### src/sv/der_pkg.sv
// ----------------------------------------------------------------------------
// der_pkg
// Shared types and constants for the dedup entry relocator.
// ----------------------------------------------------------------------------
package der_pkg;

   // id table geometry (home slot is the low TBL_AW bits of the id)
   localparam int TBL_AW        = 16;
   localparam int TABLE_ENTRIES = 1 << TBL_AW;
   localparam int MAX_PROBES    = 8;
   localparam int PROBE_CW      = $clog2(MAX_PROBES + 1);

   // field widths
   localparam int ID_W     = 32;
   localparam int SIZE_W   = 27;
   localparam int OFS_W    = 32;
   localparam int PACK_W   = 16;
   localparam int COUNT_W  = 17;
   localparam int START_W  = 16;
   localparam int SLOT_W   = ID_W + 1;

   localparam int REQ_DATA_W = 64;
   localparam int RSP_DATA_W = 72;

   localparam logic [COUNT_W-1:0] COUNT_MAX = {COUNT_W{1'b1}};
   localparam logic [OFS_W-1:0]   OFS_MAX   = {OFS_W{1'b1}};

   localparam logic [OFS_W-1:0]   SPLIT_RESET = 32'd1900000000;
   localparam logic [START_W-1:0] START_RESET = 16'd32;

   // configuration register indexes
   localparam logic CSR_SPLIT_LIMIT  = 1'b0;
   localparam logic CSR_START_OFFSET = 1'b1;

   // input command codes
   localparam logic CMD_ENTRY  = 1'b0;
   localparam logic CMD_FINISH = 1'b1;

   // controller to datapath
   typedef struct packed {
      logic clear;       // write an empty slot at the sweep address, advance it
      logic accept;      // capture the request, read the home slot
      logic probe;       // advance to the next slot and read it
      logic insert;      // store the id in the current slot, mark kept
      logic mark_full;   // no free slot found
      logic place;       // assign offset and advance pack state
      logic emit;        // load the result register and commit pack closing
   } der_cmd_type;

   // datapath to controller
   typedef struct packed {
      logic clear_done;  // sweep at last slot
      logic slot_valid;
      logic slot_match;
      logic last_probe;
      logic out_free;    // result register empty or being taken
   } der_status_type;

endpackage

### src/sv/der_ctrl.sv
// ----------------------------------------------------------------------------
// der_ctrl
// Sequencer: table clear sweep, slot probing, placement and result issue.
// ----------------------------------------------------------------------------
module der_ctrl
   import der_pkg::*;
(
   input  logic           clock,
   input  logic           reset,
   input  logic           req_tvalid,
   output logic           req_tready,
   input  logic           req_tuser,
   input  der_status_type status,
   output der_cmd_type    cmd
);

   typedef enum logic [4:0] {
      S_CLEAR = 5'b00001,
      S_IDLE  = 5'b00010,
      S_CHECK = 5'b00100,
      S_PLACE = 5'b01000,
      S_EMIT  = 5'b10000
   } state_type;

   state_type state_ff;
   state_type state_in;

   assign req_tready = (state_ff == S_IDLE);

   always_comb begin
      state_in = state_ff;
      cmd      = '0;
      case (state_ff)
         S_CLEAR: begin
            cmd.clear = 1'b1;
            if (status.clear_done) begin
               state_in = S_IDLE;
            end
         end
         S_IDLE: begin
            if (req_tvalid) begin
               cmd.accept = 1'b1;
               state_in   = (req_tuser == CMD_FINISH) ? S_EMIT : S_CHECK;
            end
         end
         S_CHECK: begin
            if (!status.slot_valid) begin
               cmd.insert = 1'b1;
               state_in   = S_PLACE;
            end else if (status.slot_match) begin
               state_in = S_EMIT;
            end else if (status.last_probe) begin
               cmd.mark_full = 1'b1;
               state_in      = S_EMIT;
            end else begin
               cmd.probe = 1'b1;
            end
         end
         S_PLACE: begin
            cmd.place = 1'b1;
            state_in  = S_EMIT;
         end
         S_EMIT: begin
            // hold until the result register can take the transfer
            if (status.out_free) begin
               cmd.emit = 1'b1;
               state_in = S_IDLE;
            end
         end
         default: begin
            state_in = S_IDLE;
         end
      endcase
   end

   always_ff @(posedge clock) begin
      if (reset) begin
         state_ff <= S_CLEAR;
      end else begin
         state_ff <= state_in;
      end
   end

endmodule

### config.mk
export PLATFORM = sky130hd
export DESIGN_NAME = der_ctrl
export DESIGN_NICKNAME = d
export VERILOG_FILES = /design/src/sv/der_pkg.sv /design/src/sv/der_ctrl.sv
export SDC_FILE = /design/constraint.sdc
export NUM_CORES = 1
export LEC_CHECK = 0
export ABC_AREA = 1
export BUFFER_PORTS_ARGS = -buffer_cell sky130_fd_sc_hd__clkbuf_2
export CORE_AREA = 2 2 39 41
export CTS_CLUSTER_DIAMETER = 40
export DETAILED_ROUTE_END_ITERATION = 10
export DIE_AREA = 0 0 41 43
export SETUP_SLACK_MARGIN = 0.4
export SYNTH_ARGS = -nofsm -noshare
export SYNTH_HDL_FRONTEND = slang
export SYNTH_SLANG_ARGS = --single-unit
### constraint.sdc
create_clock -name clock -period 1.5 [get_ports clock]
set_clock_uncertainty 0.1 [all_clocks]
set_input_delay 0.075 -clock clock [delete_from_list [all_inputs] [get_ports clock]]
set_output_delay 0.075 -clock clock [all_outputs]
set_load 0.01 [all_outputs]
* Yosys cells after proc, flatten, opt, wreduce, memory -nomap -nowiden
Cells that the tools add are included.
Operators by class: eq/ne operators 9, reductions and logical operators 1, multiplexer cells 22
Operators with widths (number):
- 2-to-1 mux 5 bit | 7
- one-hot mux 5 bit (5 select lines) | 1
- 2-to-1 mux 1 bit | 13
- inequality test 2 bit, second input constant | 3
- equality test 5 x 1 -> 1 bit, second input constant | 1
- equality test 5 x 2 -> 1 bit, second input constant | 1
- equality test 5 x 3 -> 1 bit, second input constant | 1
- equality test 5 x 4 -> 1 bit, second input constant | 1
- equality test 5 bit, second input constant | 1
- inequality test 4 bit, second input constant | 1
- AND reduction 4 bit | 1
- 2-to-1 mux 3 bit | 1
Word-level totals: bits in registers 5, output and inout port bits 8, logic and storage cells 33, input bits 9

* Longest topological paths before layout
Gate-level depths: netlist (run 1).
depth after elaboration 4, depth in mapped cells 9, mapped depth without buffers 9

* Least setup slack after synthesis (run 1)
OpenSTA, ideal clock, no wires.
path type reg-to-reg, start register state_ff[0], end register state_ff[1], cell stages (with the launch flop) 8, data required time 1.287 ns, period minus slack after synthesis 1.145 ns, path buffers 0, arrival time 0.932 ns, library setup time 0.113 ns, path slack 0.355 ns, path through dfxtp_1 > inv_1 > nor2_2 > nand4_1 > nand2_2 > nor2_4 > nor2_1 > nor2_1
On the way: longest elaborated chain between the ends 3, elaborated cells on any way between the ends 11, those cells by class eq/ne (9); mux (1); reduce/logical (1)
RTL lines:
- start: declaration | line der_ctrl.sv:25 | state_type state_ff;
- start signal: assignment | line der_ctrl.sv:80 | state_ff <= state_in;
- equality test 5 x 3 -> 1 bit, or another cell as far along | line der_ctrl.sv:33 | case (state_ff)
- inequality test 4 bit (no line) or inequality test 2 bit (tied branches)
- AND reduction 4 bit (no line)
Several ways; a longest one is shown, not always the timed one. A chain may end at the register's enable or synchronous reset.

==> results of run 1 <==
==> power breakdown <==
group | leakage (nW) | internal, mW | switching, mW | total [mW]
logic | 0.306 | 0.118 | 0.129 | 0.247
registers | 0.0432 | 0.154 | 0.0244 | 0.179
clock network | 0.0150 | 0.100 | 0.0534 | 0.154
==> cell families after synthesis <==
family,Yosys count,synth area share
flip-flops,5,0.2632
AO/OA/AOI/OAI,1,0.01315
AND/OR/NAND/NOR,42,0.5855
buffers and inverters,14,0.1382
==> cells in the mapped netlist <==
library cell,instances,area share
a21oi_1,1,0.013
dfxtp_1,5,0.26
inv_1,13,0.13
inv_2,1,0.0099
nand2_1,10,0.099
nand2_2,3,0.049
nand3_1,3,0.039
nand4_1,6,0.099
nor2_1,11,0.11
nor2_2,3,0.049
nor2_4,3,0.089
nor3_1,1,0.013
nor3b_1,2,0.039
==> layout by cell type (no fill, tap or decap), drive strengths merged <==
master,n
a21oi,1
buf,16
clkbuf,14
dfxtp,5
dlygate4sd3,3
inv,14
nand2,13
nand3,3
nand4,6
nor2,17
nor3,1
nor3b,2
==> routing by layer <==
layer,vias to the layer above,global-route usage
li1,259,-
met1,225,0.1650
met2,14,0.2219
met3,2,0.03141
met4,0,0.08000
met5,-,0
==> final cells by class <==
| cell class | instances | area (µm²) |
|---|---|---|
| Sequential cell | 5 | 112.6 |
| Timing Repair Buffer | 29 | 201.4 |
| Multi-Input combinational cell | 43 | 261.5 |
| Clock buffer | 4 | 26.28 |
| Tap cell | 16 | 20.02 |
| Inverter | 14 | 52.55 |
| Fill cell | 139 | 709.4 |
==> worst max-delay path, delay by kind of cell (launching register included) <==
kind | cells | cell delay (ns)
simple gates | 3 | 0.48
flops | 1 | 0.34
buf+inv | 1 | 0.15
==> per-stage QoR <==
stage / hold WS, ns / power [mW] / instances
floorplan: 0.05179 / 0.3006 / 62
global placement: 0.1629 / 0.3526 / 95
detailed placement: 0.1709 / 0.3547 / 95
CTS: 0.1954 / 0.5536 / 109
global route: 0.1876 / 0.6322 / 111
finish: 0.1678 / 0.5797 / 111
==> path summary, 6_finish.rpt <==
kind	start	endpoint	slack [ns]	cells after the start
max	state_ff[0]	cmd[2]	0.12	4
min reg2reg	state_ff[1]	state_ff[1]	0.44	2
min	status[4]	state_ff[0]	0.17	5
max reg2reg	state_ff[0]	state_ff[4]	0.17	9
==> repair_timing <==
action / CTS / global route
setup endpoints to repair: 11 / 12
hold endpoints to repair: 2 / 0
hold buffers: 3 / 0
setup buffers: 7 / 2
resized for setup: 7 / 18
pin swaps: 2 / 8
gates cloned: 0 / 0
==> results.md, run 1 <==
- Setup TNS: 0 ns
- P&R area growth vs syn: 77.30%
- Synth Warn #: 0
- CTS tree: yes
- Biggest regs: state_ff x5
- Vias in the first global route: ~470
- I/O pins: 17
- Placed Area: 495.5 µm²
- Diodes inserted: 0
- Total CTS buffers: 3
- Full die area: 0.001763 mm²
- Synth Register Bits: 5
- Crit Path Class: flop to output port
- Critical path fanouts, max: 4
- Top reg by flops: state_ff
- Initial antenna violation count: 0
- Clk buf depth: 2
- Chip height: 43 µm
- Nets: between 100 and 150
- Hpwl dp: ~750 µm
- Fmax: roughly 0.73 GHz
- Syn Inst Count: 62
- Data arrival, critical path: 1.20 ns
- Port bufs: 16
- Slowest stage delay, CP: approximately 0.34 ns
- Post-Place Setup Slack: between 0.2 and 0.3 ns
- Max reg flops: 5
- First-pass GRT wire length: 1.683 mm
- CTS Sinks: 5
- Worst setup EP type: output port
- Number of distinct library cells after synthesis: 13
- Total core area: 0.001384 mm²
- Post-DR vias/cell: 4.505
- CP cell instances: nor2_4, nand4_1, nor3b_2, buf_2
- Pin count of the biggest net entering global routing: 7
- Worst Slack Setup Final: around 0.12 ns
- Highest routing layer actually used: met4
- Share of layout cells above drive strength 1: 0.5684
- Post-route clock period utilization: 0.9180
- Post-route ant nets: 0
- Post-synthesis cell area: 380.4 µm²
- RePlAce Congestion: 0.7327
- Util after Layout: 0.4873
- Die width: around 41 µm
- Net Count, Synth: 71
- Slowest-stage cell, CP: dfxtp_2
- Drt pass-1 iters: 4
- Pleak: 0.3641 nW
- Worst setup SP type: flop
- Clk slew on worst S/H paths: 0.04 ns
- Met1 wire length: 440 µm
- Actual slew at the worst max-slew pin: 0.2493 ns
- Outcome: complete, no violations
- Worst min-delay path class: primary input to flop
- Number of H-tree levels: 1
- Post-layout min period: ~1.4 ns
- Unrepaired setup endpoints after global routing: yes
- Max IR drop VDD: 0.4714 mV
- All-Layer GR Usage: 0.1408
- Sequential area share after synthesis: 0.2632
- Post-route cell area: 674.4 µm²
- Max cap viols: 0
- Initial DRC count: 15
- P per Cell Area: 859.6 mW/mm²
- Cell Rows: 14
- Pins Over Slew Limit: 0
- Max-slew headroom: 0.8335
- Vias: 500
- Worst-Skew Late Latency: 0.24 ns
- Final WL: 1.091 mm
- Starting density of the core: 0.2749
- Post-route DRC: 0
- CTS root buffer: clkbuf_4
- Final setup fails: 0
- Critical Path RT: roughly 1.3 ns
- WL met3: around 64 µm
- Post-Syn Area per Cell: 6.135 µm²
- Drt wl/cell: between 9 and 10 µm
- DR WL met2: 572 µm
- Final hold viol count: 0
- Global route overflow: 0
Note: power is estimated with default switching activity, not from simulation.
==> run 2: changes to the inputs <==
Settings changed: BUFFER_PORTS_ARGS -buffer_cell sky130_fd_sc_hd__clkbuf_2 to -buffer_cell sky130_fd_sc_hd__buf_2, CTS_BUF_LIST set to sky130_fd_sc_hd__clkbuf_8.
==> run 2 against run 1 <==
Against the previous run:
- setup slack better by 0.037 ns
- final area down 5.4%
- worst hold slack worse by 0.14 ns
- flip-flop and latch count unchanged
- power up 13%
==> results.md, run 2 (synthesized netlist as in run 1, its figures left out) <==
- Outcome: complete, no violations
- CTS root buffer: clkbuf_8
- Global route overflow: 0
- Nets: 98
- Post-route ant nets: 0
- CTS tree: yes
- Unrepaired setup endpoints after global routing: yes
- Clk buf depth: 2
- Data arrival, critical path: between 1 and 1.5 ns
- Post-layout min period: 1.340 ns
- Share of layout cells above drive strength 1: 0.5341
- Vias: 454
- Post-route DRC: 0
- Cell Rows: 14
- Number of H-tree levels: 1
- Total core area: 0.001384 mm²
- Hpwl dp: 724.3 µm
- Worst-Skew Late Latency: 0.22 ns
- Actual slew at the worst max-slew pin: 0.2697 ns
- Max cap viols: 0
- Starting density of the core: 0.2749
- Critical Path RT: 1.32 ns
- Clk slew on worst S/H paths: about 0.040 ns
- Slowest stage delay, CP: 0.35 ns
- Port bufs: 16
- P&R area growth vs syn: 67.76%
- Setup TNS: 0 ns
- Worst min-delay path class: primary input to flop
- CP top delay family: simple AND/OR/NAND/NOR gates
- Final WL: 929 µm
- Max reg flops: 5
- I/O pins: 17
- Number of buffers and inverters on the critical path: 2
- Chip height: 43 µm
- Max-slew headroom: 0.8198
- Util after Layout: 0.4611
- P per Cell Area: 1027 mW/mm²
- Post-route cell area: approximately 640 µm²
- Full die area: 0.001763 mm²
- Max IR drop VDD: 0.7055 mV
- Drt wl/cell: about 8.9 µm
- Placed Area: 495.5 µm²
- Most frequent cells in the layout: 15 x buf_2, 10 x inv_1, 9 x nand2_1, 9 x nor2_1
- Vias in the first global route: 405
- Worst setup SP type: flop
- Initial DRC count: 3
- Crit Path Class: flop to output port
- Worst setup EP type: output port
- Post-Layout Cell Count: between 100 and 150
- Pin count of the biggest net entering global routing: 7
- CTS Sinks: 5
- Final setup fails: 0
- Fmax: 0.7464 GHz
- CP cell instances: nor2_4, nand2_2, nor2_4, nand2_2, inv_1, buf_2
- Post-route clock period utilization: 0.8931
- RePlAce Congestion: 0.7033
- Layout fillers: 152
- Slowest-stage cell, CP: dfxtp_4
- Overall power: 0.6553 mW
- Post-DR vias/cell: around 4.4
- Initial antenna violation count: 0
- Pleak: 0.3494 nW
- Diodes inserted: 0
- Total CTS buffers: 3
- Critical path fanouts, max: 4
- Die width: 41 µm
- Top reg by flops: state_ff
- Biggest regs: state_ff x5
- Final hold viol count: 0
- First-pass GRT wire length: 1.538 mm
- All-Layer GR Usage: 0.1295
- Placed Cells: 95
- Drt pass-1 iters: 4
- Commonest non-fill, non-tap cell in the layout: buf_2
- Pins Over Slew Limit: 0
-- run 2: layer usage --
layer  part of all wire  routed length, µm  global-route usage
met5                  0                  0                   0
met4              0.025                 23             0.08000
met3              0.057                 53             0.03141
met2               0.46                430              0.1781
met1               0.45                422              0.1736
-- run 2: layout make-up --
class / instances / area [µm²] / area share
Timing Repair Buffer: 22 / 136.4 / 0.2137
Inverter: 14 / 52.55 / 0.08235
Multi-Input combinational cell: 43 / 271.5 / 0.4255
Clock buffer: 3 / 41.29 / 0.06471
Tap cell: 16 / 20.02 / 0.03137
Sequential cell: 5 / 112.6 / 0.1765
Clock inverter: 1 / 3.754 / 0.005882
-- run 2: worst paths after layout --
kind	cells after the start	to	slack, ns	start
worst min-delay path	4	state_ff[2]	0.03	req_tuser
worst min register to register	3	state_ff[4]	0.52	state_ff[4]
worst max-delay path	6	cmd[4]	0.16	state_ff[1]
worst max register to register	8	state_ff[4]	0.25	state_ff[1]
-- run 2: what timing repair did --
item	CTS	global route
gates resized for setup	5	13
setup endpoints to repair	11	12
buffers inserted	2	1
hold buffers	2	0
pin swaps	2	6
endpoints found under the hold margin	1	0
-- run 2: worst min-delay path, stage by stage --
cell and delay, ns:
buf_2 0.07, inv_1 0.04, nand2_1 0.07, a21oi_2 0.05
-- run 2: where the power goes --
part	switching, mW	internal (mW)	total, mW
Clock	0.0688	0.176	0.245
Combinational	0.132	0.103	0.235
Sequential	0.0214	0.155	0.176
Total	0.222	0.433	0.655
-- run 2: through the flow --
stage	hold WS [ns]	worst slack [ns]
after floorplan	0.05179	0.3597
after global placement	0.1601	0.2639
after detailed placement	0.1630	0.2678
after CTS	0.02006	0.1478
after global routing	0.04233	0.07733
final	0.03011	0.1603
